`src/hw/rtl/brld_pkg.sv`:
```
// Shared types, constants and the digit table of the bar code run-length decoder.
`default_nettype none

package brld_pkg;

  localparam int RUN_BITS_DEF = 8;
  localparam int NUM_RUNS = 31;
  localparam int RUNS_W = 5;
  localparam int Q_W = 3;

  localparam logic [Q_W-1:0] Q_NONE = 3'd5;

  localparam logic [Q_W-1:0] DIGIT_TABLE [10][3] = '{
    '{3'd2, 3'd1, 3'd1}, '{3'd2, 3'd2, 3'd1}, '{3'd1, 3'd2, 3'd2}, '{3'd4, 3'd1, 3'd1},
    '{3'd1, 3'd3, 3'd2}, '{3'd2, 3'd3, 3'd1}, '{3'd1, 3'd1, 3'd4}, '{3'd3, 3'd1, 3'd2},
    '{3'd2, 3'd1, 3'd3}, '{3'd1, 3'd1, 3'd2}
  };

  typedef enum logic [2:0] {
    ST_IDLE,
    ST_BITS,
    ST_ROW,
    ST_RD,
    ST_CLS,
    ST_ACC,
    ST_EMIT
  } brld_state_e;

  typedef enum logic [1:0] {
    RET_BITS,
    RET_ROW,
    RET_IDLE
  } brld_ret_e;

  typedef struct packed {
    logic accept;
    logic bit_step;
    logic row_step;
    logic cls;
    logic acc;
    logic emit;
  } brld_cmd_t;

  typedef struct packed {
    logic dec_req;
    logic bit_last;
    logic row_end;
    logic sub_last;
    logic dig_last;
    logic out_free;
  } brld_status_t;

  // The lowest matching row wins; no match gives digit zero.
  function automatic logic [3:0] digit_lookup(input logic [Q_W-1:0] a,
                                              input logic [Q_W-1:0] b,
                                              input logic [Q_W-1:0] c);
    logic [3:0] d;
    d = 4'd0;
    for (int k = 9; k >= 0; k--) begin
      if (DIGIT_TABLE[k][0] == a && DIGIT_TABLE[k][1] == b && DIGIT_TABLE[k][2] == c) begin
        d = 4'(k);
      end
    end
    return d;
  endfunction

endpackage

`default_nettype wire

```
`src/hw/rtl/brld_ctrl.sv`:
```
// Controller state machine that sequences bit steps, row ends, decoding and result output.
`default_nettype none

module brld_ctrl (
  input  wire                   clk_i,
  input  wire                   rst_ni,
  input  wire                   in_valid_i,
  output logic                  in_stall_o,
  input  brld_pkg::brld_status_t status_i,
  output brld_pkg::brld_cmd_t    cmd_o
);

  brld_pkg::brld_state_e state_q, state_d;
  brld_pkg::brld_ret_e   ret_q, ret_d;

  always_ff @(posedge clk_i or negedge rst_ni) begin
    if (!rst_ni) begin
      state_q <= brld_pkg::ST_IDLE;
      ret_q   <= brld_pkg::RET_IDLE;
    end else begin
      state_q <= state_d;
      ret_q   <= ret_d;
    end
  end

  always_comb begin
    state_d = state_q;
    ret_d   = ret_q;
    unique case (state_q)
      brld_pkg::ST_IDLE: begin
        if (in_valid_i) begin
          state_d = brld_pkg::ST_BITS;
        end
      end
      brld_pkg::ST_BITS: begin
        if (status_i.dec_req) begin
          ret_d   = status_i.bit_last ? brld_pkg::RET_ROW : brld_pkg::RET_BITS;
          state_d = brld_pkg::ST_RD;
        end else if (status_i.bit_last) begin
          state_d = status_i.row_end ? brld_pkg::ST_ROW : brld_pkg::ST_IDLE;
        end
      end
      brld_pkg::ST_ROW: begin
        if (status_i.dec_req) begin
          ret_d   = brld_pkg::RET_IDLE;
          state_d = brld_pkg::ST_RD;
        end else begin
          state_d = brld_pkg::ST_IDLE;
        end
      end
      brld_pkg::ST_RD: begin
        state_d = brld_pkg::ST_CLS;
      end
      brld_pkg::ST_CLS: begin
        state_d = status_i.sub_last ? brld_pkg::ST_ACC : brld_pkg::ST_RD;
      end
      brld_pkg::ST_ACC: begin
        state_d = status_i.dig_last ? brld_pkg::ST_EMIT : brld_pkg::ST_RD;
      end
      brld_pkg::ST_EMIT: begin
        if (status_i.out_free) begin
          unique case (ret_q)
            brld_pkg::RET_BITS: state_d = brld_pkg::ST_BITS;
            brld_pkg::RET_ROW:  state_d = status_i.row_end ? brld_pkg::ST_ROW
                                                           : brld_pkg::ST_IDLE;
            default:            state_d = brld_pkg::ST_IDLE;
          endcase
        end
      end
      default: begin
        state_d = brld_pkg::ST_IDLE;
      end
    endcase
  end

  always_comb begin
    in_stall_o      = (state_q != brld_pkg::ST_IDLE);
    cmd_o           = '0;
    cmd_o.accept    = (state_q == brld_pkg::ST_IDLE) && in_valid_i;
    cmd_o.bit_step  = (state_q == brld_pkg::ST_BITS);
    cmd_o.row_step  = (state_q == brld_pkg::ST_ROW);
    cmd_o.cls       = (state_q == brld_pkg::ST_CLS);
    cmd_o.acc       = (state_q == brld_pkg::ST_ACC);
    cmd_o.emit      = (state_q == brld_pkg::ST_EMIT) && status_i.out_free;
  end

endmodule

`default_nettype wire

```
`src/hw/rtl/brld_datapath.sv`:
```
// Datapath with run measurement, the width store, width classification and digit accumulation.
`default_nettype none

module brld_datapath #(
  parameter int RUN_BITS = brld_pkg::RUN_BITS_DEF
) (
  input  wire                    clk_i,
  input  wire                    rst_ni,
  input  wire  [3:0]             nibble_i,
  input  wire                    row_end_i,
  input  brld_pkg::brld_cmd_t    cmd_i,
  output brld_pkg::brld_status_t status_o,
  output logic                   out_valid_o,
  input  wire                    out_stall_i,
  output logic [31:0]            code_bcd_o,
  output logic [6:0]             digit_sum_o,
  output logic                   check_ok_o
);

  localparam int MW = RUN_BITS + 3;
  localparam logic [RUN_BITS-1:0] RUN_MAX = '1;
  localparam logic [brld_pkg::RUNS_W-1:0] LAST_RUN = brld_pkg::RUNS_W'(brld_pkg::NUM_RUNS - 1);

  // Scan input and run measurement.
  logic [3:0]                    nib_q, nib_d;
  logic                          row_end_q, row_end_d;
  logic [1:0]                    bit_idx_q, bit_idx_d;
  logic                          emitted_q, emitted_d;
  logic                          level_q, level_d;
  logic                          capt_q, capt_d;
  logic [RUN_BITS-1:0]           run_len_q, run_len_d;
  logic [brld_pkg::RUNS_W-1:0]   runs_q, runs_d;
  logic [RUN_BITS-1:0]           min_q, min_d;
  logic                          cur_bit;
  logic                          dec_req;
  logic                          wr_en;

  logic [RUN_BITS-1:0]           widths [brld_pkg::NUM_RUNS];
  logic [RUN_BITS-1:0]           rd_data_q;

  // Decoding.
  logic [brld_pkg::RUNS_W-1:0]   rd_idx_q;
  logic [1:0]                    sub_q;
  logic [2:0]                    dig_q;
  logic [brld_pkg::Q_W-1:0]      q0_q, q1_q, q2_q;
  logic [brld_pkg::Q_W-1:0]      q_cls;
  logic [31:0]                   code_q;
  logic [6:0]                    sum_q;
  logic [3:0]                    res_q;
  logic [3:0]                    digit;
  logic [5:0]                    weighted;
  logic [5:0]                    res_sum;
  logic [3:0]                    res_next;
  logic [3:0]                    chk;
  logic [MW-1:0]                 m1, m2, m3, m4, m5, wx;

  function automatic logic [3:0] mod10(input logic [5:0] x);
    logic [5:0] r;
    if (x >= 6'd30) begin
      r = x - 6'd30;
    end else if (x >= 6'd20) begin
      r = x - 6'd20;
    end else if (x >= 6'd10) begin
      r = x - 6'd10;
    end else begin
      r = x;
    end
    return r[3:0];
  endfunction

  assign cur_bit = nib_q[2'd3 - bit_idx_q];

  always_comb begin
    nib_d     = nib_q;
    row_end_d = row_end_q;
    bit_idx_d = bit_idx_q;
    emitted_d = emitted_q;
    level_d   = level_q;
    capt_d    = capt_q;
    run_len_d = run_len_q;
    runs_d    = runs_q;
    min_d     = min_q;
    dec_req   = 1'b0;
    wr_en     = 1'b0;

    if (cmd_i.accept) begin
      nib_d     = nibble_i;
      row_end_d = row_end_i;
      bit_idx_d = 2'd0;
      emitted_d = 1'b0;
    end

    if (cmd_i.emit) begin
      emitted_d = 1'b1;
    end

    if (cmd_i.bit_step) begin
      bit_idx_d = bit_idx_q + 2'd1;
      if (capt_q) begin
        if (cur_bit == level_q) begin
          if (run_len_q != RUN_MAX) begin
            run_len_d = run_len_q + RUN_BITS'(1);
          end
        end else begin
          wr_en = 1'b1;
          if (run_len_q < min_q) begin
            min_d = run_len_q;
          end
          if (runs_q == LAST_RUN) begin
            // The closing bit is a space, so no new capture starts on it.
            dec_req   = 1'b1;
            capt_d    = 1'b0;
            runs_d    = '0;
            run_len_d = '0;
            level_d   = 1'b0;
          end else begin
            runs_d    = runs_q + brld_pkg::RUNS_W'(1);
            level_d   = cur_bit;
            run_len_d = RUN_BITS'(1);
          end
        end
      end else if (cur_bit) begin
        capt_d    = 1'b1;
        level_d   = 1'b1;
        run_len_d = RUN_BITS'(1);
        runs_d    = '0;
        min_d     = RUN_MAX;
      end
    end

    if (cmd_i.row_step && row_end_q) begin
      // A row end during the final bar closes it and completes the code.
      if (!emitted_q && capt_q && runs_q == LAST_RUN) begin
        wr_en   = 1'b1;
        dec_req = 1'b1;
        if (run_len_q < min_q) begin
          min_d = run_len_q;
        end
      end
      capt_d    = 1'b0;
      runs_d    = '0;
      run_len_d = '0;
      level_d   = 1'b0;
    end
  end

  always_ff @(posedge clk_i or negedge rst_ni) begin
    if (!rst_ni) begin
      bit_idx_q <= '0;
      emitted_q <= 1'b0;
      level_q   <= 1'b0;
      capt_q    <= 1'b0;
      run_len_q <= '0;
      runs_q    <= '0;
      min_q     <= RUN_MAX;
    end else begin
      bit_idx_q <= bit_idx_d;
      emitted_q <= emitted_d;
      level_q   <= level_d;
      capt_q    <= capt_d;
      run_len_q <= run_len_d;
      runs_q    <= runs_d;
      min_q     <= min_d;
    end
  end

  always_ff @(posedge clk_i) begin
    nib_q     <= nib_d;
    row_end_q <= row_end_d;
  end

  always_ff @(posedge clk_i) begin
    if (wr_en) begin
      widths[runs_q] <= run_len_q;
    end
    rd_data_q <= widths[rd_idx_q];
  end

  // The quotient by the smallest width only matters when it is one to four.
  always_comb begin
    m1 = MW'(min_q);
    m2 = m1 << 1;
    m3 = m1 + m2;
    m4 = m1 << 2;
    m5 = m4 + m1;
    wx = MW'(rd_data_q);
    if (min_q > RUN_BITS'(1)) begin
      if (wx < m1) begin
        q_cls = 3'd0;
      end else if (wx < m2) begin
        q_cls = 3'd1;
      end else if (wx < m3) begin
        q_cls = 3'd2;
      end else if (wx < m4) begin
        q_cls = 3'd3;
      end else if (wx < m5) begin
        q_cls = 3'd4;
      end else begin
        q_cls = brld_pkg::Q_NONE;
      end
    end else if (wx <= MW'(4)) begin
      q_cls = rd_data_q[2:0];
    end else begin
      q_cls = brld_pkg::Q_NONE;
    end
  end

  always_comb begin
    digit    = brld_pkg::digit_lookup(q0_q, q1_q, q2_q);
    if (dig_q == 3'd7) begin
      weighted = 6'd0;
    end else if (!dig_q[0]) begin
      weighted = {1'b0, digit, 1'b0} + {2'b00, digit};
    end else begin
      weighted = {2'b00, digit};
    end
    res_sum  = {2'b00, res_q} + weighted;
    res_next = mod10(res_sum);
    chk      = (res_q == 4'd0) ? 4'd0 : 4'd10 - res_q;
  end

  always_ff @(posedge clk_i or negedge rst_ni) begin
    if (!rst_ni) begin
      rd_idx_q <= '0;
      sub_q    <= '0;
      dig_q    <= '0;
    end else if (dec_req) begin
      rd_idx_q <= '0;
      sub_q    <= '0;
      dig_q    <= '0;
    end else begin
      if (cmd_i.cls) begin
        if (sub_q == 2'd2) begin
          sub_q    <= 2'd0;
          rd_idx_q <= rd_idx_q + brld_pkg::RUNS_W'(2);
        end else begin
          sub_q    <= sub_q + 2'd1;
          rd_idx_q <= rd_idx_q + brld_pkg::RUNS_W'(1);
        end
      end
      if (cmd_i.acc) begin
        dig_q <= dig_q + 3'd1;
      end
    end
  end

  always_ff @(posedge clk_i) begin
    if (dec_req) begin
      code_q <= '0;
      sum_q  <= '0;
      res_q  <= '0;
    end else if (cmd_i.acc) begin
      code_q <= {code_q[27:0], digit};
      sum_q  <= sum_q + {3'b000, digit};
      res_q  <= res_next;
    end
    if (cmd_i.cls) begin
      unique case (sub_q)
        2'd0:    q0_q <= q_cls;
        2'd1:    q1_q <= q_cls;
        default: q2_q <= q_cls;
      endcase
    end
  end

  // Output register; a result is loaded only when the previous one has gone.
  always_ff @(posedge clk_i or negedge rst_ni) begin
    if (!rst_ni) begin
      out_valid_o <= 1'b0;
    end else if (cmd_i.emit) begin
      out_valid_o <= 1'b1;
    end else if (out_valid_o && !out_stall_i) begin
      out_valid_o <= 1'b0;
    end
  end

  always_ff @(posedge clk_i) begin
    if (cmd_i.emit) begin
      code_bcd_o  <= code_q;
      digit_sum_o <= sum_q;
      check_ok_o  <= (chk == code_q[3:0]);
    end
  end

  always_comb begin
    status_o          = '0;
    status_o.dec_req  = dec_req;
    status_o.bit_last = (bit_idx_q == 2'd3);
    status_o.row_end  = row_end_q;
    status_o.sub_last = (sub_q == 2'd2);
    status_o.dig_last = (dig_q == 3'd7);
    status_o.out_free = !out_valid_o;
  end

endmodule

`default_nettype wire

```
`src/hw/rtl/barcode_run_length_decoder.sv`:
```
// Top level of the bar code run-length decoder: controller, datapath and checks.
//
//   Channel | Direction | Handshake          | Payload
//   input   | in        | in_valid/in_stall  | nibble, row_end
//   output  | out       | out_valid/out_stall| code_bcd, digit_sum, check_ok
//
// A nibble is accepted in the idle state, then its four scan bits are stepped in turn,
// and a row-end step follows when it ends a row; decoding a code can come between.
// A completed code takes 24 width reads, each a read and a classify state, through the
// single read port of the width store, eight digit steps and the result-loading state.
// Loading waits while a previous result is still stalled in the output register.
// Reset clears the capture state; the width store needs no clearing.
`default_nettype none

module barcode_run_length_decoder #(
  parameter int RUN_BITS = brld_pkg::RUN_BITS_DEF
) (
  input  wire         clk_i,
  input  wire         rst_ni,
  input  wire         in_valid_i,
  output logic        in_stall_o,
  input  wire  [3:0]  nibble_i,
  input  wire         row_end_i,
  output logic        out_valid_o,
  input  wire         out_stall_i,
  output logic [31:0] code_bcd_o,
  output logic [6:0]  digit_sum_o,
  output logic        check_ok_o
);

  brld_pkg::brld_cmd_t    cmd;
  brld_pkg::brld_status_t status;

  brld_ctrl u_ctrl (
    .clk_i      (clk_i),
    .rst_ni     (rst_ni),
    .in_valid_i (in_valid_i),
    .in_stall_o (in_stall_o),
    .status_i   (status),
    .cmd_o      (cmd)
  );

  brld_datapath #(
    .RUN_BITS (RUN_BITS)
  ) u_datapath (
    .clk_i       (clk_i),
    .rst_ni      (rst_ni),
    .nibble_i    (nibble_i),
    .row_end_i   (row_end_i),
    .cmd_i       (cmd),
    .status_o    (status),
    .out_valid_o (out_valid_o),
    .out_stall_i (out_stall_i),
    .code_bcd_o  (code_bcd_o),
    .digit_sum_o (digit_sum_o),
    .check_ok_o  (check_ok_o)
  );

`ifndef SYNTHESIS
  a_emit_free: assert property (@(posedge clk_i) disable iff (!rst_ni)
    cmd.emit |-> !out_valid_o)
    else $error("A result was loaded over one still waiting.");

  a_accept_busy: assert property (@(posedge clk_i) disable iff (!rst_ni)
    cmd.accept |=> in_stall_o)
    else $error("The block took a transaction without going busy.");

  a_sum_range: assert property (@(posedge clk_i) disable iff (!rst_ni)
    out_valid_o |-> digit_sum_o <= 7'd72)
    else $error("Digit sum out of range.");

  a_bcd_digits: assert property (@(posedge clk_i) disable iff (!rst_ni)
    out_valid_o |-> (code_bcd_o[31:28] <= 4'd9 && code_bcd_o[3:0] <= 4'd9))
    else $error("Result holds a non-decimal digit.");
`endif

endmodule

`default_nettype wire

```
`config.mk`:
```
export PLATFORM = sky130hd
export DESIGN_NAME = barcode_run_length_decoder
export DESIGN_NICKNAME = d
export VERILOG_FILES = /design/src/hw/rtl/brld_pkg.sv /design/src/hw/rtl/brld_ctrl.sv /design/src/hw/rtl/brld_datapath.sv /design/src/hw/rtl/barcode_run_length_decoder.sv
export SDC_FILE = /design/constraint.sdc
export NUM_CORES = 1
export LEC_CHECK = 0
export BUFFER_PORTS_ARGS = -buffer_cell sky130_fd_sc_hd__buf_2
export CORE_MARGIN = 2
export CORE_UTILIZATION = 62
export DETAILED_ROUTE_END_ITERATION = 8
export HOLD_SLACK_MARGIN = 0.03
export PLACE_DENSITY = 0.79
export SETUP_SLACK_MARGIN = 0.5
export SYNTH_ARGS = -nofsm -noshare
export SYNTH_HDL_FRONTEND = slang
export SYNTH_SLANG_ARGS = --single-unit
export TNS_END_PERCENT = 30
```
`constraint.sdc`:
```
create_clock -name clk_i -period 5.7 [get_ports clk_i]
set_clock_uncertainty 0.1 [all_clocks]
set_input_delay 0.285 -clock clk_i [delete_from_list [all_inputs] [get_ports clk_i]]
set_output_delay 0.285 -clock clk_i [all_outputs]
set_load 0.05 [all_outputs]
```
# Yosys cells after proc, flatten, opt, wreduce, memory -nomap -nowiden
# Memories as Yosys holds them, arrays and structs flattened. A register that Yosys moved wholly into a read port is not among the register bits.
# Cells that the tools add are included.
# classes
n_addsub,17
magnitude_cmp,12
eq_ne,33
n_mux,99
bitwise_logic,1
n_reduce_logical,48
# ops
cell,count
$mux 8,14
$mux 4,14
$mux 5,9
$mux 3,14
$mux 1,33
$logic_and 1x1->1,24
$lt 8x11->1,2
$pmux 3 s7,1
$eq 2x3->1 const A,6
$mux 2,9
$lt 8x8->1,2
$reduce_bool 2->1,7
$eq 3x3->1 const B,4
$ge 6x5->1 const B,2
$mux 6,2
$reduce_and 3->1,4
$add 10x8->11,1
$add 5x1->5 const B,2
$add 8x9->10,1
$lt 8x10->1,1
$eq 1x3->1 const A,3
$lt 8x9->1,1
$add 8x1->8 const B,1
$gt 8x1->1 const B,1
other kinds (38),52
# totals
register_bits,139
ram_bits,248
in_bits,9
output_inout_bits,42
word_cells,235
mem_count,1
# memory_table
name,depth,word_bits,rd,rd_ports_with_merged_regs,wr,line_no,source
u_datapath.widths,31,8,1,1,1,brld_datapath.sv:38,logic [RUN_BITS-1:0] widths [brld_pkg::NUM_RUNS];

# Depth between registers and ports, before layout
# Gate-level depths: netlist of the first run.
# depth
word_depth,21
mapped_depth,24
ltp_nobuf,23

# By module
# A second synthesis of the first run with hierarchy kept.
# unflattened
hier_cells,1198
hier_area_um2,17793.3
# modules_own_cells
mod,n_inst,cells_each,area_each_um2
brld_datapath,1,1142,17330.4
brld_ctrl,1,56,462.9

# Least setup slack after synthesis of the first run
# Ideal clock, no wire load.
# synth_path
path_kind,register to register
from,reg u_datapath.q1_q[0] (netlist name)
to,reg u_datapath.res_q[3]
setup_ns,0.079
arrival_time_ns,4.809
required_ns,5.521
slack_ns,0.711
path_stages_with_launch,20
n_path_buf,0
synth_period_minus_slack_ns,4.989
cell_sequence,edfxtp_1 -> nor3b_1 -> and4b_1 -> nor3_1 -> inv_1 -> ha_1 -> fa_1 -> nor2_1 -> a211oi_1 -> ha_1 -> xor2_1 -> ha_1 -> or4b_1 -> o211ai_1 -> o21ai_0 -> mux2i_1 -> or2b_1 -> o211ai_2 -> o21ai_2 -> a211oi_2
# synth_between
word_cells_on_any_way,44
# synth_lines
element,line_no,source
"start, declared",brld_datapath.sv:45,"logic [brld_pkg::Q_W-1:0] q0_q, q1_q, q2_q;"
"start signal, assigned",brld_datapath.sv:260,2'd1: q1_q <= q_cls;
$eq 1x3->1,brld_pkg.sv:60,if (DIGIT_TABLE[k][0] == a && DIGIT_TABLE[k][1] == b && DIGIT_TABLE[k][2] == c) begin
$logic_and 1x1->1 (2 in a row),brld_pkg.sv:60,
$mux 4 (8 in a row),brld_pkg.sv:60,
$mux 4 *,brld_pkg.sv:60,
via u_datapath.digit[1],brld_datapath.sv:50,logic [3:0] digit;
$add 5x4->6,brld_datapath.sv:213,"weighted = {1'b0, digit, 1'b0} + {2'b00, digit};"
$mux 6 *,brld_datapath.sv:212,end else if (!dig_q[0]) begin
$mux 6 *,brld_datapath.sv:210,if (dig_q == 3'd7) begin
$add 4x6->6 *,brld_datapath.sv:217,"res_sum = {2'b00, res_q} + weighted;"
$ge 6x4->1 / $sub 4x4->4 (equally long branches),"brld_datapath.sv:63, brld_datapath.sv:64",
$mux 4,brld_datapath.sv:63,end else if (x >= 6'd10) begin
$mux 4,brld_datapath.sv:61,end else if (x >= 6'd20) begin
$mux 4 *,brld_datapath.sv:59,if (x >= 6'd30) begin
"end signal, assigned",brld_datapath.sv:255,res_q <= res_next;
"end, declared",brld_datapath.sv:49,logic [3:0] res_q;
# Mark *: on every way through the listed nets, which the timed path passes. The rest lies on a longest branch.
# A chain may end at the register's enable or synchronous reset.

# Worst setup path after layout of the first run
# layout_path
from,reg u_datapath.q2_q[2] (netlist name)
to,reg u_datapath.res_q[3]
# layout_between
word_cells_on_any_way,37
# layout_lines
element,line_no,source
"start, declared",brld_datapath.sv:45,
"start signal, assigned",brld_datapath.sv:261,default: q2_q <= q_cls;
$eq 2x3->1,brld_pkg.sv:60,
$logic_and 1x1->1,brld_pkg.sv:60,
$mux 4 (8 in a row),brld_pkg.sv:60,
$mux 4 *,brld_pkg.sv:60,
via u_datapath.digit[1],brld_datapath.sv:50,
$add 5x4->6,brld_datapath.sv:213,
$mux 6 *,brld_datapath.sv:212,
$mux 6 *,brld_datapath.sv:210,
$add 4x6->6 *,brld_datapath.sv:217,
$ge 6x4->1 / $sub 4x4->4 (equally long branches),"brld_datapath.sv:63, brld_datapath.sv:64",
$mux 4,brld_datapath.sv:63,
$mux 4,brld_datapath.sv:61,
$mux 4 *,brld_datapath.sv:59,
# Marks and branches as above.

==> results.yml, run 1 <==
outcome:
  status: "completed"
critical_path:
  path_delay_family: "simple AND/OR/NAND/NOR gates"
  rr_worst_depth: 21
  reg2reg_to: "u_datapath.res_q[3]"
  critPathSlowestCell: "or4b_1"
  crit_buf_inv: 1
  slowest_delay_ns: 0.49
  worstPathArrival_ns: 5.35
  end_kind: "flip-flop"
  reg2reg_slack_ns: 0.71
  cp-start-kind: "flip-flop"
  required_ns: 6.06
  worstSetupPathType: "flip-flop to flip-flop"
  cp_cell_sequence: "nand2b_1, nor2_1, nand3_1, nor3_1, nor3_4, inv_2, ha_1, fa_1, nor2_1, a211oi_1, ha_1, xor2_2, ha_2, or4b_1, o211ai_1, o21ai_0, mux2i_2, or2b_1, o211ai_2, o21ai_2, a211oi_2"
  r2r_start: "u_datapath.q2_q[2]"
  cp_max_fo: 6
synth:
  synth_edf_count: 302
  synth_top_area_share_pct: 51.1
  async_flop_share_pct: 10.6
  ys_ff_latch: 395
  synth.cell_area_sq_mm: 0.0177
  synth_top_area_cell: "edfxtp_1"
  ys_top_cells_by_area: "edfxtp_1 (51%), mux4_2 (9.3%), ha_1 (6.3%)"
  seq_area_frac_synth_pct: 62.9
  synth-warning-count: 0
  ys.flop_type: "edfxtp_1"
  syn_avg_cell_area_sq_um: 14.2
  ys_types: 73
  syn_nets: 1349
  syn_inst: 1246
final_layout:
  synthToLayoutAreaGrowth_pct: 11.4
  drive_gt1_share_pct: 17.8
  nNetsFinal: 1414
  antenna_cells: 0
  fin_util_pct: 70.5
detailed_routing:
  drt_wl_total_um: 36700
  first_pass_iters: 5
  drcViolationCount: 0
  num_vias: 10596
  ant_nets: 0
  drt-vias-per-instance: 6.17
  wl_per_cell_um: 21.4
  drt-initial-drc-count: 945
timing:
  fin_crit_ns: 4.99
  final_max_slew_viol_count: 0
  slew-limit-headroom_pct: 12.3
  rsz0062_at_grt: "false"
  worst_pin_slew_ns: 1.32
  setup_viol: 0
  fin_tns_setup_ns: 0
  hold_ws_ns: 0.328
  fin_crit_sh_pct: 87.5
  fmax_ghz: 0.200
  final-hold-violation-count: 0
floorplanning:
  ioPinCount: 51
  core_area_sq_mm: 0.0280
  num_rows: 61
  dieArea_sq_mm: 0.0300
  initial_core_util_pct: 63.3
  fp.dieH_um: 173
  fp.dieW_um: 173
place:
  dpl.hpwl_um: 22700
  place.gp.congestion: 0.875
  port_buffers: 50
grt:
  grt_pass1_vias: 10323
  grt_max_degree: 52
  grt_antenna_before_repair: 0
  gr-usage-all-layers_pct: 24.9
  grt_pass1_wl_um: 58600
  grt-ovfl-total: 0
job:
  cap_violations: 0
clocking:
  clockRootBuffer: "clkbuf_16"
  cts.reportedPaths.clkPinSlew_ns: 0.07
  cts_sinks: 395
  clk_latency_ns: 0.54
  cts_made_buffers: 39
  max-clock-path-buffers: 3
  h-tree-depth: 2
  cts_tree: "done"
power_and_ir_drop:
  peakVddDrop_v: 0.000277
  powerDensity_mw_per_mm2: 496
  power.leakage_nw: 7.12
  total_power_mw: 9.80
hold_path:
  min_delay_worst_endpoint: "u_datapath.code_bcd_o[30]"
  hold_path_depth: 0
  min_path_type: "flip-flop to flip-flop"
  min_from: "u_datapath.code_q[30]"
==> report_power, final <==
part	internal [mW]	switching (mW)	total, mW
Sequential	3.52	0.519	4.04
Clock	1.35	1.07	2.41
Combinational	1.51	1.84	3.35
==> sequential cells by signal, indices dropped and copies added, names as in the netlist, 5 cells and up <==
name / flops
u_datapath.widths: 248
u_datapath.code_bcd_o: 32
u_datapath.min_q: 8
u_datapath.code_q: 32
u_datapath.sum_q: 7
u_datapath.digit_sum_o: 7
u_datapath.rd_data_q: 8
u_datapath.runs_q: 5
u_datapath.rd_idx_q: 5
u_datapath.run_len_q: 8
==> cell families (layout without fill, tap and decap cells) <==
family / Yosys count / in the layout / synth area share [%]
AO/OA/AOI/OAI: 214 / 214 / 7.69
XOR/XNOR: 34 / 34 / 1.68
adder cells (fa/ha/maj): 94 / 94 / 6.84
buffers and inverters: 89 / 183 / 1.92
flip-flops: 395 / 395 / 62.9
multiplexers: 94 / 94 / 10.6
AND/OR/NAND/NOR: 326 / 326 / 8.43
==> cell type report <==
| cell class | count | area [sq um] |
|---|---|---|
| timing repair buffer | 73 | 443 |
| multi-input combinational | 762 | 6340 |
| inverter | 40 | 150 |
| fill | 1827 | 8250 |
| clock inverter | 18 | 151 |
| sequential | 395 | 11200 |
| clock buffer | 52 | 1050 |
| tap | 378 | 473 |
==> placed cells by master, fill, tap and decap left out, drive strengths merged, types with 7 or more instances in the layout <==
cell type / Yosys / final
buf: 11 / 65
nor3: 16 / 16
nor2: 99 / 99
dlygate4sd3: 0 / 8
o211ai: 8 / 8
nand3: 22 / 22
inv: 40 / 41
nand2: 123 / 123
mux4: 73 / 73
clkinv: 0 / 16
ha: 89 / 89
nor2b: 9 / 9
dfxtp: 51 / 51
o21ai: 50 / 50
o22a: 7 / 7
a211oi: 14 / 14
a21oi: 71 / 71
mux2i: 13 / 13
dfstp: 9 / 9
a21o: 22 / 22
xnor2: 17 / 17
nand2b: 10 / 10
mux2: 8 / 8
edfxtp: 302 / 302
dfrtp: 33 / 33
clkbuf: 38 / 52
xor2: 17 / 17
==> repair_timing <==
item,4_1_cts,5_1_grt
endpoints found under the setup margin,3,3
hold endpoints to repair,40,0
pin swaps,0,3
resized for setup,1,14
hold buffers,8,0
buffers inserted,0,4
==> worst reg2reg max path, delay by kind of cell, from the launching register on <==
family                   cells  cell delay [ns]
AND/OR/NAND/NOR              8             1.71
multiplexers                 1             0.33
XOR/XNOR                     1             0.19
flip-flops                   1             0.44
adder cells (fa/ha/maj)      4             1.28
buffers and inverters        1             0.11
AO/OA/AOI/OAI                6             0.78
==> layer usage <==
metal | vias up | track usage, % | part of all wire [%]
li1 | 4854 | - | -
met1 | 5277 | 35.7 | 43
met2 | 388 | 40.3 | 49
met3 | 77 | 3.94 | 6.0
met4 | 0 | 7.13 | 2.9
met5 | - | 0 | 0
==> per-stage QoR <==
| step | instance area (sq um) | instances | setup slack, ns |
|---|---|---|---|
| finish | 19800 | 1718 | 0.711 |
| CTS | 19700 | 1714 | 0.503 |
| global placement | 18400 | 1636 | 0.495 |
| global route | 19800 | 1718 | 0.410 |
| floorplan | 17700 | 1246 | 0.711 |
| detailed placement | 18400 | 1636 | 0.322 |
==> cells in the mapped netlist (22+ instances only) <==
cell type / n
clkbuf_1: 38
edfxtp_1: 302
a21o_1: 22
nor2_1: 99
inv_1: 40
o21ai_0: 44
mux4_2: 73
nand2_1: 123
dfxtp_1: 51
nand3_1: 22
ha_1: 89
dfrtp_1: 33
a21oi_1: 71
==> worst max path at each step <==
stage                             from             endpoint  cells after the start
floorplan           u_datapath.q1_q[0]  u_datapath.res_q[3]                     19
global placement    u_datapath.q1_q[0]  u_datapath.res_q[3]                     19
detailed placement  u_datapath.q2_q[0]  u_datapath.res_q[3]                     19
CTS                 u_datapath.q2_q[0]  u_datapath.res_q[3]                     19
global route        u_datapath.q0_q[1]  u_datapath.res_q[3]                     21
finish              u_datapath.q2_q[2]  u_datapath.res_q[3]                     21
Power figures use the tool's default switching activity.
==> inputs of run 2 (changes only) <==
==> constraint.sdc (replaced) <==
create_clock -name clk_i -period 5.3 [get_ports clk_i]
set_clock_uncertainty 0.1 [all_clocks]
set_input_delay 0.265 -clock clk_i [delete_from_list [all_inputs] [get_ports clk_i]]
set_output_delay 0.265 -clock clk_i [all_outputs]
set_load 0.05 [all_outputs]
==> results.yml, run 2 (synthesized netlist as in run 1, its figures left out) <==
outcome:
  status: "completed"
clocking:
  cts_tree: "done"
  clk_latency_ns: 0.54
  h-tree-depth: 2
  cts_sinks: 395
  cts_made_buffers: 39
  clockRootBuffer: "clkbuf_16"
  cts.reportedPaths.clkPinSlew_ns: 0.06
  max-clock-path-buffers: 3
place:
  dp_cells: 1640
  port_buffers: 50
  dpl.hpwl_um: 22900
  place.gp.congestion: 0.859
detailed_routing:
  first_pass_iters: 5
  num_vias: 10648
  drt_wl_total_um: 37000
  wl_per_cell_um: 21.3
  ant_nets: 0
  drcViolationCount: 0
  drt-vias-per-instance: 6.13
  drt-initial-drc-count: 897
final_layout:
  fill_cells: 1735
  reg_top3: "u_datapath.widths (248), u_datapath.code_bcd_o (32), u_datapath.code_q (32)"
  fin_util_pct: 71.8
  drive_gt1_share_pct: 20.0
  synthToLayoutAreaGrowth_pct: 13.4
  regArea_sq_mm: 0.0112
  fin_cells: 1736
  regMostFlops: "u_datapath.widths"
  largest_register_ffs: 248
  antenna_cells: 0
  nNetsFinal: 1433
  final_common_cell: "edfxtp_1"
  final_cell_mix: "edfxtp_1 (302), nand2_1 (123), nor2_1 (93), ha_1 (85), mux4_2 (73)"
  multi_input_area_sq_mm: 0.00647
grt:
  gr-usage-all-layers_pct: 24.9
  grt_pass1_vias: 10659
  grt_max_degree: 52
  grt_antenna_before_repair: 0
  grt_pass1_wl_um: 58700
  grt-ovfl-total: 0
power_and_ir_drop:
  powerDensity_mw_per_mm2: 541
  total_power_mw: 10.9
  peakVddDrop_v: 0.000363
  power.leakage_nw: 7.27
timing:
  fin_tns_setup_ns: 0
  hold_ws_ns: 0.278
  setup_viol: 0
  worst_pin_slew_ns: 1.18
  fmax_ghz: 0.209
  fin_crit_sh_pct: 90.4
  final-hold-violation-count: 0
  fin_crit_ns: 4.79
  final_max_slew_viol_count: 0
  rsz0062_at_grt: "true"
  slew-limit-headroom_pct: 21.0
floorplanning:
  dieArea_sq_mm: 0.0300
  core_area_sq_mm: 0.0280
  initial_core_util_pct: 63.3
  fp.dieH_um: 173
  num_rows: 61
  fp.dieW_um: 173
  ioPinCount: 51
critical_path:
  worstSetupPathType: "flip-flop to flip-flop"
  required_ns: 5.60
  end_kind: "flip-flop"
  reg2reg_slack_ns: 0.51
  worstPathArrival_ns: 5.09
  cp-start-kind: "flip-flop"
  cp_max_fo: 4
job:
  cap_violations: 0
hold_path:
  min_path_type: "input port to async pin"
[run 2: changes by cell type in the layout (fill, tap and decap cells not counted), sizes merged]
cell / change
buf: +19
clkinv: -6
bufinv: +3
clkbuf: +2
[run 2: final timing paths]
path,end,from,depth (start not counted)
hold / removal,u_datapath.run_len_q[7],rst_ni,3
min in group clk_i,u_datapath.code_bcd_o[29],u_datapath.code_q[29],0
setup reg to reg,u_datapath.res_q[3],u_datapath.q2_q[1],20
max in group asynchronous,u_datapath.rd_idx_q[0],rst_ni,3
setup / recovery,u_datapath.res_q[3],u_datapath.q2_q[1],20
hold reg to reg,u_datapath.code_bcd_o[29],u_datapath.code_q[29],0
[run 2: routing by layer]
layer  track usage, %  wire [um]  vias to the layer above
li1                 -          -                     4892
met1             35.3      16000                     5342
met2             39.4      17900                      340
met3             4.46       1930                       74
met4             9.00       1230                        0
met5                0          0                        -
[run 2: final cells by class]
cell class	instances	area share (%)
Inverter	40	0.746
Tap cell	378	2.35
Clock buffer	54	5.49
Sequential cell	395	55.4
Clock inverter	15	0.933
Multi-Input combinational cell	762	32.1
Timing Repair Buffer	92	2.91
[run 2: critical path, cell delays in order, from the launching register on]
cell	delay [ns]
edfxtp_1	0.46
nor4b_4	0.37
nand3b_1	0.23
a211oi_2	0.36
nor2_4	0.09
inv_2	0.09
fa_1	0.44
nor2_2	0.11
a211oi_2	0.06
ha_4	0.35
xor2_4	0.19
ha_4	0.16
or4b_4	0.46
o211ai_1	0.26
o21ai_1	0.13
mux2i_2	0.22
buf_4	0.17
or4_4	0.12
o211ai_2	0.09
o21ai_2	0.12
a211oi_2	0.07
[run 2: what timing repair did]
item / 4_1_cts / 5_1_grt
hold endpoints to repair: 40 / 0
hold buffers: 8 / 0
buffers inserted: 7 / 12
setup endpoints to repair: 3 / 3
pin swaps: 2 / 19
gates resized for setup: 15 / 25
[run 2: where the power goes]
group / leakage [nW] / switching [mW] / total, mW / internal [mW]
sequential: 3.68 / 0.552 / 4.33 / 3.78
clock: 0.633 / 1.13 / 2.79 / 1.66
combinational: 2.95 / 2.08 / 3.77 / 1.69
total: 7.27 / 3.76 / 10.9 / 7.13
[run 2: per-stage QoR]
stage / worst slack (ns) / area, sq um
floorplan: 0.572 / 17800
global placement: 0.161 / 18400
detailed placement: -0.00932 / 18400
CTS: 0.500 / 19900
global route: 0.295 / 20100
finish: 0.510 / 20100
==> inputs of run 3 (changes only) <==
--- a/config.mk
+++ b/config.mk
@@ -10,7 +10,7 @@
 export CORE_UTILIZATION = 62
 export DETAILED_ROUTE_END_ITERATION = 8
 export HOLD_SLACK_MARGIN = 0.03
-export PLACE_DENSITY = 0.79
+export PLACE_DENSITY_LB_ADDON = 0.2
 export SETUP_SLACK_MARGIN = 0.5
 export SYNTH_ARGS = -nofsm -noshare
 export SYNTH_HDL_FRONTEND = slang
==> results.yml, run 3 (synthesized netlist as in run 1, its figures left out) <==
power_and_ir_drop:
  powerDensity_mw_per_mm2: 546
  total_power_mw: 11.0
  power.leakage_nw: 7.32
  peakVddDrop_v: 0.000349
final_layout:
  regMostFlops: "u_datapath.widths"
  fill_cells: 1766
  fin_util_pct: 72.1
  final_common_cell: "edfxtp_1"
  synthToLayoutAreaGrowth_pct: 13.9
  antenna_cells: 0
  largest_register_ffs: 248
  reg_top3: "u_datapath.widths (248), u_datapath.code_bcd_o (32), u_datapath.code_q (32)"
  fin_cells: 1740
  nNetsFinal: 1437
  drive_gt1_share_pct: 19.9
  final_cell_mix: "edfxtp_1 (302), nand2_1 (123), nor2_1 (97), ha_1 (86), mux4_2 (73)"
floorplanning:
  core_area_sq_mm: 0.0280
  initial_core_util_pct: 63.3
  dieArea_sq_mm: 0.0300
  ioPinCount: 51
  num_rows: 61
  fp.dieW_um: 173
  fp.dieH_um: 173
critical_path:
  crit_buf_inv: 3
  cpMostUsedCell: "nor2_1"
  cp_max_fo: 7
  path_delay_family: "simple AND/OR/NAND/NOR gates"
  worstPathArrival_ns: 5.11
  required_ns: 5.65
  cp-start-kind: "flip-flop"
  worstSetupPathType: "flip-flop to flip-flop"
  end_kind: "flip-flop"
  slowest_delay_ns: 0.53
  cp_cell_sequence: "buf_4, nand3b_1, a21oi_4, nor3_4, inv_2, buf_6, fa_1, xor2_1, nor2_1, a21oi_1, nor2_1, ha_1, or4b_4, o211ai_1, o21ai_1, mux2i_2, or2b_1, o211ai_2, o21ai_2, a211oi_2"
  critPathSlowestCell: "or4b_4"
clocking:
  clockRootBuffer: "clkbuf_16"
  clk_latency_ns: 0.53
  max-clock-path-buffers: 3
  cts.reportedPaths.clkPinSlew_ns: 0.06
  cts_made_buffers: 41
  cts_sinks: 395
  h-tree-depth: 2
  cts_tree: "done"
grt:
  grt_antenna_before_repair: 0
  grt_max_degree: 44
  grt-ovfl-total: 0
  gr-usage-all-layers_pct: 25.2
  grt_pass1_wl_um: 59200
  grt_pass1_vias: 10575
place:
  port_buffers: 50
  dpl.hpwl_um: 23200
  dp_cells: 1643
  place.gp.congestion: 0.887
timing:
  final_max_slew_viol_count: 0
  setup_viol: 0
  fin_crit_sh_pct: 89.8
  fin_tns_setup_ns: 0
  fmax_ghz: 0.210
  slew-limit-headroom_pct: 28.3
  worst_pin_slew_ns: 1.08
  fin_crit_ns: 4.76
  rsz0062_at_grt: "true"
  final-hold-violation-count: 0
detailed_routing:
  drt-vias-per-instance: 6.17
  drt-initial-drc-count: 1054
  wl_per_cell_um: 21.5
  num_vias: 10741
  drcViolationCount: 0
  ant_nets: 0
  first_pass_iters: 5
  drt_wl_total_um: 37500
outcome:
  status: "completed"
hold_path:
  min_path_type: "flip-flop to flip-flop"
job:
  cap_violations: 0
## run 3: changes by cell type in the layout (fill, tap and decap cells not counted), moves of 2 or more
cell and delta:
nor2_1 +4, bufinv_16 +3, clkinv_1 -2, nor2_2 -2
nor2_4 -2
## run 3: metal layers
metal,routed length [um],part of all wire (%),vias to the layer above,global-route usage [%]
li1,-,-,4894,-
met1,16100,43,5393,36.7
met2,18200,49,393,40.7
met3,2400,6.4,61,3.52
met4,761,2.0,0,6.53
met5,0,0,-,0
## run 3: metrics by stage
step / setup WS (ns) / instance area, sq um / hold WS, ns
after CTS: 0.510 / 20000 / 0.335
after detailed placement: 0.278 / 18400 / 0.318
final: 0.539 / 20200 / 0.326
after floorplan: 0.572 / 17800 / -0.131
after global placement: 0.419 / 18400 / 0.317
after global routing: 0.331 / 20200 / 0.354
## run 3: path summary, 6_finish.rpt
check,from,to,slack (ns),cells past startpoint
setup / recovery,u_datapath.q2_q[1],u_datapath.res_q[3],0.54,20
hold / removal,u_datapath.code_q[30],u_datapath.code_bcd_o[30],0.33,0
setup reg to reg,u_datapath.q2_q[1],u_datapath.res_q[3],0.54,20
hold reg to reg,u_datapath.code_q[30],u_datapath.code_bcd_o[30],0.33,0
max in group asynchronous,rst_ni,u_datapath.rd_idx_q[0],3.99,2
min in group asynchronous,rst_ni,u_datapath.runs_q[4],0.36,2
## run 3: cell type report
| class | count | area (sq um) | share of cell area, % |
|---|---|---|---|
| inverters | 40 | 150 | 0.743 |
| well taps | 378 | 473 | 2.34 |
| repair buffers | 94 | 604 | 2.99 |
| clock buffers | 56 | 1130 | 5.61 |
| flip-flops and latches | 395 | 11200 | 55.2 |
| clock inverters | 15 | 260 | 1.29 |
| multi-input cells | 762 | 6420 | 31.8 |
## run 3: timing repair
item,CTS,global route
resized for setup,8,23
endpoints found under the setup margin,3,3
buffers inserted,5,13
hold buffers,8,0
pin swaps,2,11
endpoints found under the hold margin,40,0
## run 3: power breakdown
| part | total [mW] | switching (mW) | internal, mW | leakage [nW] |
|---|---|---|---|---|
| Clock | 2.96 | 1.13 | 1.83 | 0.675 |
| Combinational | 3.78 | 2.08 | 1.69 | 2.96 |
| Sequential | 4.29 | 0.510 | 3.78 | 3.68 |
| Total | 11.0 | 3.72 | 7.31 | 7.32 |
